**config.mk**
```make
export PLATFORM = sky130hd
export DESIGN_NAME = paired_id_allow_table_top
export DESIGN_NICKNAME = d
export VERILOG_FILES = /design/src/rtl/apit_pkg.sv /design/src/rtl/paired_id_allow_table_top.sv
export SDC_FILE = /design/constraint.sdc
export NUM_CORES = 1
export LEC_CHECK = 0
export BUFFER_PORTS_ARGS = -buffer_cell sky130_fd_sc_hd__buf_2
export CORE_UTILIZATION = 35
export DETAILED_ROUTE_END_ITERATION = 10
export SETUP_SLACK_MARGIN = 0.4
export SLEW_MARGIN = 40
export SYNTH_ARGS = -nofsm -noshare
export SYNTH_HDL_FRONTEND = slang
export SYNTH_SLANG_ARGS = --single-unit
```
**constraint.sdc**
```tcl
create_clock -name clk -period 6.9 [get_ports clk]
set_input_delay 0.69 -clock clk [delete_from_list [all_inputs] [get_ports clk]]
set_output_delay 0.69 -clock clk [all_outputs]
set_load 0.005 [all_outputs]
```
**src/rtl/apit_pkg.sv**
```systemverilog
`default_nettype none

package apit_pkg;

  // Default table size and fixed field widths.
  localparam int TABLE_ENTRIES_DEF = 8;
  localparam int ID_W              = 32;
  localparam int CMD_W             = 3;
  localparam int SLOT_W            = 3;
  localparam int COUNT_OUT_W       = 4;

  // Stream payload widths; the tdata widths are padded to whole bytes.
  localparam int S_TDATA_W = 40;
  localparam int S_TUSER_W = CMD_W;
  localparam int M_TDATA_W = 40;

  // Positions of the result fields in the output tdata.
  localparam int M_OK_LSB      = 0;
  localparam int M_VALUE_LSB   = 1;
  localparam int M_COUNT_LSB   = 33;
  localparam int M_CHANGED_LSB = 37;

  // IDs that may never be added.
  localparam logic [ID_W-1:0] ID_NONE     = 32'h0000_0000;
  localparam logic [ID_W-1:0] ID_ALL_ONES = 32'hFFFF_FFFF;

  // Command codes.
  localparam logic [CMD_W-1:0] CMD_CHECK  = 3'd0;
  localparam logic [CMD_W-1:0] CMD_ADD    = 3'd1;
  localparam logic [CMD_W-1:0] CMD_REMOVE = 3'd2;
  localparam logic [CMD_W-1:0] CMD_CLEAR  = 3'd3;
  localparam logic [CMD_W-1:0] CMD_READ   = 3'd4;

endpackage

`default_nettype wire

```
**src/rtl/paired_id_allow_table_top.sv**
```systemverilog
`default_nettype none
// Clear, unused commands and refused IDs go straight to the result. A read fetches the slot
// and waits for the registered read data. A check or add walks the held slots (one held slot per
// cycle), and a remove then moves each later entry down one slot.
// One request at a time; the next is taken once the result is presented.
// Reset: synchronous, active high; the count returns to zero and the block is then ready.
module paired_id_allow_table_top
  import apit_pkg::*;
#(
  parameter int TABLE_ENTRIES = TABLE_ENTRIES_DEF
) (
  input  wire logic                 clk,
  input  wire logic                 rst,
  // Request stream.
  input  wire logic                 s_axis_tvalid,
  output logic                      s_axis_tready,
  // tdata from bit 0: req_id[31:0], slot_index[34:32], zero padding[39:35].
  input  wire logic [S_TDATA_W-1:0] s_axis_tdata,
  // tuser from bit 0: cmd[2:0].
  input  wire logic [S_TUSER_W-1:0] s_axis_tuser,
  // Result stream.
  output logic                      m_axis_tvalid,
  input  wire logic                 m_axis_tready,
  // tdata from bit 0: ok[0], slot_value[32:1], entry_count[36:33],
  // table_changed[37], zero padding[39:38].
  output logic [M_TDATA_W-1:0]      m_axis_tdata
);

  localparam int AW   = (TABLE_ENTRIES > 1) ? $clog2(TABLE_ENTRIES) : 1;
  localparam int CW   = $clog2(TABLE_ENTRIES + 1);
  localparam int CMPW = (CW > COUNT_OUT_W) ? CW : COUNT_OUT_W;
  localparam int PADW = M_TDATA_W - M_CHANGED_LSB - 1;

  typedef enum logic [2:0] {
    ST_IDLE,
    ST_SCAN,
    ST_SHIFT,
    ST_READ,
    ST_READ_WAIT,
    ST_DONE
  } state_t;

  state_t            state;
  logic [CMD_W-1:0]  cmd;
  logic [ID_W-1:0]   req_id;
  logic [SLOT_W-1:0] slot_index;
  logic [CW-1:0]     count;
  logic [CW-1:0]     issue_idx;
  logic              pend;
  logic [AW-1:0]     pend_pos;
  logic              res_ok;
  logic [ID_W-1:0]   res_value;
  logic              res_changed;

  // Slot memory with one write and one registered read port.
  logic [ID_W-1:0] mem [TABLE_ENTRIES];
  logic [ID_W-1:0] rd_data;
  logic            mem_we;
  logic [AW-1:0]   mem_waddr;
  logic [ID_W-1:0] mem_wdata;
  logic            mem_re;
  logic [AW-1:0]   mem_raddr;

  logic            match;
  logic            scan_hit;
  logic            scan_miss;
  logic            room;
  logic            slot_held;
  logic            out_free;
  logic [COUNT_OUT_W-1:0] count_out;

  // The shared comparator: the ID in the request against the slot just read.
  assign match     = (rd_data == req_id);
  assign scan_hit  = pend && match;
  assign scan_miss = !scan_hit && (issue_idx == count);
  assign room      = (count < CW'(TABLE_ENTRIES));
  assign slot_held = (CMPW'(slot_index) < CMPW'(count));
  assign out_free  = !m_axis_tvalid || m_axis_tready;
  assign count_out = (CMPW'(count) > CMPW'(15)) ? COUNT_OUT_W'(15) : COUNT_OUT_W'(count);

  assign s_axis_tready = (state == ST_IDLE);

  // Memory port control for each sequencer step.
  always_comb begin
    mem_we    = 1'b0;
    mem_waddr = count[AW-1:0];
    mem_wdata = req_id;
    mem_re    = 1'b0;
    mem_raddr = issue_idx[AW-1:0];
    unique case (state)
      ST_SCAN: begin
        mem_re = !scan_hit && (issue_idx != count);
        mem_we = scan_miss && (cmd == CMD_ADD) && room;
      end
      ST_SHIFT: begin
        mem_re    = (issue_idx != count);
        mem_we    = pend;
        mem_waddr = pend_pos - AW'(1);
        mem_wdata = rd_data;
      end
      ST_READ: begin
        mem_re    = 1'b1;
        mem_raddr = AW'(slot_index);
      end
      default: begin
      end
    endcase
  end

  always_ff @(posedge clk) begin
    if (mem_we) begin
      mem[mem_waddr] <= mem_wdata;
    end
    if (mem_re) begin
      rd_data <= mem[mem_raddr];
    end
  end

  // Sequencer: dispatch, slot walk, shift down, read and result hand-off.
  always_ff @(posedge clk) begin
    if (rst) begin
      state         <= ST_IDLE;
      count         <= '0;
      pend          <= 1'b0;
      issue_idx     <= '0;
      m_axis_tvalid <= 1'b0;
    end else begin
      // The result register loads in the done state and empties once taken.
      if (state == ST_DONE && out_free) begin
        m_axis_tvalid <= 1'b1;
      end else if (m_axis_tready) begin
        m_axis_tvalid <= 1'b0;
      end
      pend     <= mem_re;
      pend_pos <= mem_raddr;
      unique case (state)
        ST_IDLE: begin
          if (s_axis_tvalid) begin
            cmd         <= s_axis_tuser;
            req_id      <= s_axis_tdata[ID_W-1:0];
            slot_index  <= s_axis_tdata[ID_W +: SLOT_W];
            issue_idx   <= '0;
            res_ok      <= 1'b0;
            res_value   <= '0;
            res_changed <= 1'b0;
            unique case (s_axis_tuser)
              CMD_CHECK, CMD_REMOVE: begin
                state <= ST_SCAN;
              end
              CMD_ADD: begin
                if (s_axis_tdata[ID_W-1:0] == ID_NONE ||
                    s_axis_tdata[ID_W-1:0] == ID_ALL_ONES) begin
                  state <= ST_DONE;
                end else begin
                  state <= ST_SCAN;
                end
              end
              CMD_CLEAR: begin
                count       <= '0;
                res_changed <= 1'b1;
                state       <= ST_DONE;
              end
              CMD_READ: begin
                state <= ST_READ;
              end
              default: begin
                state <= ST_DONE;
              end
            endcase
          end
        end
        ST_SCAN: begin
          if (scan_hit) begin
            if (cmd == CMD_REMOVE) begin
              res_changed <= 1'b1;
              issue_idx   <= CW'(pend_pos) + CW'(1);
              state       <= ST_SHIFT;
            end else begin
              res_ok <= 1'b1;
              state  <= ST_DONE;
            end
          end else if (scan_miss) begin
            if (cmd == CMD_CHECK) begin
              res_ok <= (count == '0);
            end else if (cmd == CMD_ADD && room) begin
              count       <= count + CW'(1);
              res_ok      <= 1'b1;
              res_changed <= 1'b1;
            end
            state <= ST_DONE;
          end else begin
            issue_idx <= issue_idx + CW'(1);
          end
        end
        ST_SHIFT: begin
          if (issue_idx != count) begin
            issue_idx <= issue_idx + CW'(1);
          end else if (!pend) begin
            count <= count - CW'(1);
            state <= ST_DONE;
          end
        end
        ST_READ: begin
          state <= ST_READ_WAIT;
        end
        ST_READ_WAIT: begin
          res_value <= slot_held ? rd_data : '0;
          state     <= ST_DONE;
        end
        ST_DONE: begin
          if (out_free) begin
            m_axis_tdata <= {PADW'(0), res_changed, count_out, res_value, res_ok};
            state        <= ST_IDLE;
          end
        end
        default: begin
          state <= ST_IDLE;
        end
      endcase
    end
  end

endmodule

`default_nettype wire

```
==> flow_summary_export.csv <==
group,metric,value,unit
finish,antenna-diode-count,0,
clocking,cts_tree,"yes",
drt,drc_errors,2,
clocking,cts_resized,0,
floorplanning,core,47650,um2
yosys,synth_ff_type,"edfxtp_1",
place,port-buffer-count,81,
power_and_ir_drop,p_sw_frac,0.2664,
global_route,grtUsageTotal,0.1596,
drt,first_pass_iters,8,
yosys,synth_cells,1274,
timing,finalSetupTns,0,ps
floorplanning,die_h,221.5,um
drt,post_drt_wl_per_cell,19.70,um
floorplanning,std_cell_rows,80,
setup_path,critPathRequiredTime,7080,ps
global_route,antenna_found_initial,0,
run_status,status,"finished with violations",
clocking,clk_latency,550,ps
timing,min_period_over_period,0.5344,
yosys,ys_types,63,
yosys,syn_area,16870,um2
setup_path,critPathArrivalTime,3870,ps
power_and_ir_drop,clkPwrFrac,0.357,
timing,slew_violations,0,
global_route,grt_max_degree,102,
timing,finalSetupViolations,0,
yosys,avgSynthCellArea,13.24,um2
timing,rsz0062_at_grt,"false",
finish,seqCellArea,12300,um2
setup_path,crit_type,"register to register",
power_and_ir_drop,power_density,311.8,nW/um2
finish,finalNonFillerCells,2001,
finish,fin_nets,1410,
clocking,htreeDepth,2,
setup_path,end_kind,"register",
clocking,clkSinkCount,414,
clocking,cts_buffers,41,
power_and_ir_drop,p_leak,6.726,nW
drt,detail_route.iter0.violations,867,
power_and_ir_drop,p_sw,0.001609,W
yosys,synth_seq_cells,414,
drt,antenna_left,0,
job,maxCapViolCount,0,
timing,fmax,271.2,MHz
power_and_ir_drop,pwr-share-comb,0.147,
drt,routed_wl,39410,um
global_route,grt_overflow,0,
global_route,grt_first_pass_wirelength,59520,um
worst_hold_path,hold_start,"s_axis_tdata[32]",
floorplanning,dieArea,49080,um2
floorplanning,ios,89,
yosys,synth_edf_count,401,
setup_path,worst-path-max-fanout,27,
timing,relSlewSlack,0.4792,
yosys,ys_warn_count,0,
timing,period_needed,3687,ps
power_and_ir_drop,seqPwrFrac,0.496,
timing,worst_slew_pin_slew,774.1,ps
drt,viasPerCell,5.097,
global_route,first_global_vias,9754,
timing,finalHoldViolations,0,
place,dpl.hpwl,23580,um
run_status,failed_checks,"DRC",
setup_path,startpoint_type,"register",
power_and_ir_drop,ir_worst_vdd,153.9,uV
clocking,cts_setup_buffers,0,
finish,n_fill_cell,4378,
yosys,ys_seq_area_frac,0.7293,
floorplanning,initial_core_util,0.3540,
finish,multi_input_area,4342,um2
setup_path,startpoint,"count[3]",
yosys,ys_async_sr_fraction,0,
drt,num_vias,10200,
finish,syn_to_final_growth,14.82,%
worst_hold_path,min-delay-path-class,"input pin to register",
clocking,cts-root-buf,"clkbuf_16",
place,place_inst,1926,
finish,drive_gt1_frac,0.1602,
clocking,clk_pin_slew_worst_paths,70,ps
power_and_ir_drop,p_int,0.004429,W
clocking,holdBufCountCts,0,
timing,fin_skew,23.04,ps
setup_path,reg2reg_from,"count[3]",
clocking,clockBufferDepth,3,
floorplanning,die_w,221.5,um
place,place_congestion,0.8940,
==> layout make-up <==
type	instances	share of cell area
multi-input cells	779	0.2242
clock inverters	28	0.01247
inverters	14	0.002778
repair buffers	105	0.03172
clock buffers	46	0.05394
flip-flops and latches	414	0.6352
well taps	615	0.03973
==> worst paths after layout <==
path              slack (ps)  cells past startpoint          endpoint
setup / recovery        3210                      8         mem[1][4]
hold / removal           330                      1     slot_index[0]
setup reg to reg        3210                      8         mem[1][4]
hold reg to reg          410                      0  m_axis_tdata[32]
==> logic make-up after synthesis <==
logic type	share of synthesized area
simple gates	0.1628
flops	0.7293
compound gates	0.03538
buf+inv	0.02144
xor+xnor	0.02129
mux	0.02314
fa+ha+maj	0.006379
other cells	0.0002223
==> through the flow <==
step	instance area, um2	worst slack, ps	total power [W]	hold WS, ps	util
floorplan	16870	1844	0.003636	400.3	-
global placement	18000	3160	0.003909	401.2	0.3778
detailed placement	18050	3249	0.003929	404.5	0.3789
CTS	19340	3233	0.006074	315.3	0.4059
global route	19370	3108	0.006273	313.2	0.4065
finish	19370	3213	0.006038	325.1	0.4065
==> registers in the layout, summed over array words and instances (netlist names) <==
signal         flops
pend               1
mem              256
m_axis_tvalid      1
slot_index         3
pend_pos           3
m_axis_tdata      38
cmd                3
issue_idx          4
req_id            32
res_ok             1
state              3
res_value         32
res_changed        1
rd_data           32
count              4
==> cell usage in the layout (no fill, tap or decap), types with 7 or more instances in the layout <==
cell type | Yosys | layout
edfxtp_1 | 401 | 401
nand2_1 | 304 | 304
nand3_1 | 166 | 166
buf_2 | 13 | 83
clkbuf_16 | 0 | 41
o21ai_1 | 35 | 35
mux2_2 | 32 | 32
and2_1 | 32 | 32
xor2_1 | 25 | 25
a21oi_1 | 20 | 20
nor4_1 | 19 | 17
xnor2_1 | 16 | 16
nor2_1 | 25 | 16
buf_4 | 3 | 16
nand4_1 | 15 | 15
dfxtp_1 | 13 | 13
inv_1 | 13 | 11
clkinv_1 | 0 | 11
nor2_4 | 0 | 9
o21ai_0 | 9 | 9
clkinv_2 | 0 | 9
or3_1 | 7 | 7
ha_1 | 7 | 7
==> cell usage after synthesis (7+ instances only) <==
cell type,number,area share
nor2_1,25,0.0056
ha_1,7,0.0052
nand2_1,304,0.068
and2_1,32,0.012
xnor2_1,16,0.0083
a21oi_1,20,0.0059
xor2_1,25,0.013
nand3_1,166,0.049
mux2_2,32,0.021
nand4_1,15,0.0056
edfxtp_1,401,0.71
clkbuf_1,38,0.0085
inv_1,13,0.0029
nor4_1,19,0.0070
o21ai_0,9,0.0027
or3_1,7,0.0026
dfxtp_1,13,0.015
o21ai_1,35,0.010
nor3_1,7,0.0021
buf_1,10,0.0022
buf_2,13,0.0039
==> power groups by stage <==
stage | logic (W) | clock network, W | registers (W)
finish | 0.000885 | 0.00216 | 0.00299
global route | 0.000985 | 0.00229 | 0.00300
CTS | 0.000886 | 0.00219 | 0.00299
detailed placement | 0.000883 | 0 | 0.00305
global placement | 0.000865 | 0 | 0.00304
floorplan | 0.000627 | 0 | 0.00301
==> worst max-delay path, stage by stage (launching register included) <==
cell	delay, ps
dfxtp_1	510
xnor2_1	160
nand4_1	490
or3_1	580
nor3b_1	330
a32oi_1	230
buf_2	240
nor2_4	230
buf_4	480
==> layer usage <==
| layer | track usage | share of wire | up-vias |
|---|---|---|---|
| met5 | 0 | 0 | - |
| met4 | 0.07236 | 0.044 | 0 |
| met3 | 0.02558 | 0.057 | 85 |
| met2 | 0.2551 | 0.47 | 324 |
| met1 | 0.2147 | 0.43 | 4990 |
| li1 | - | - | 4800 |
(Power assumes the default switching activity.)
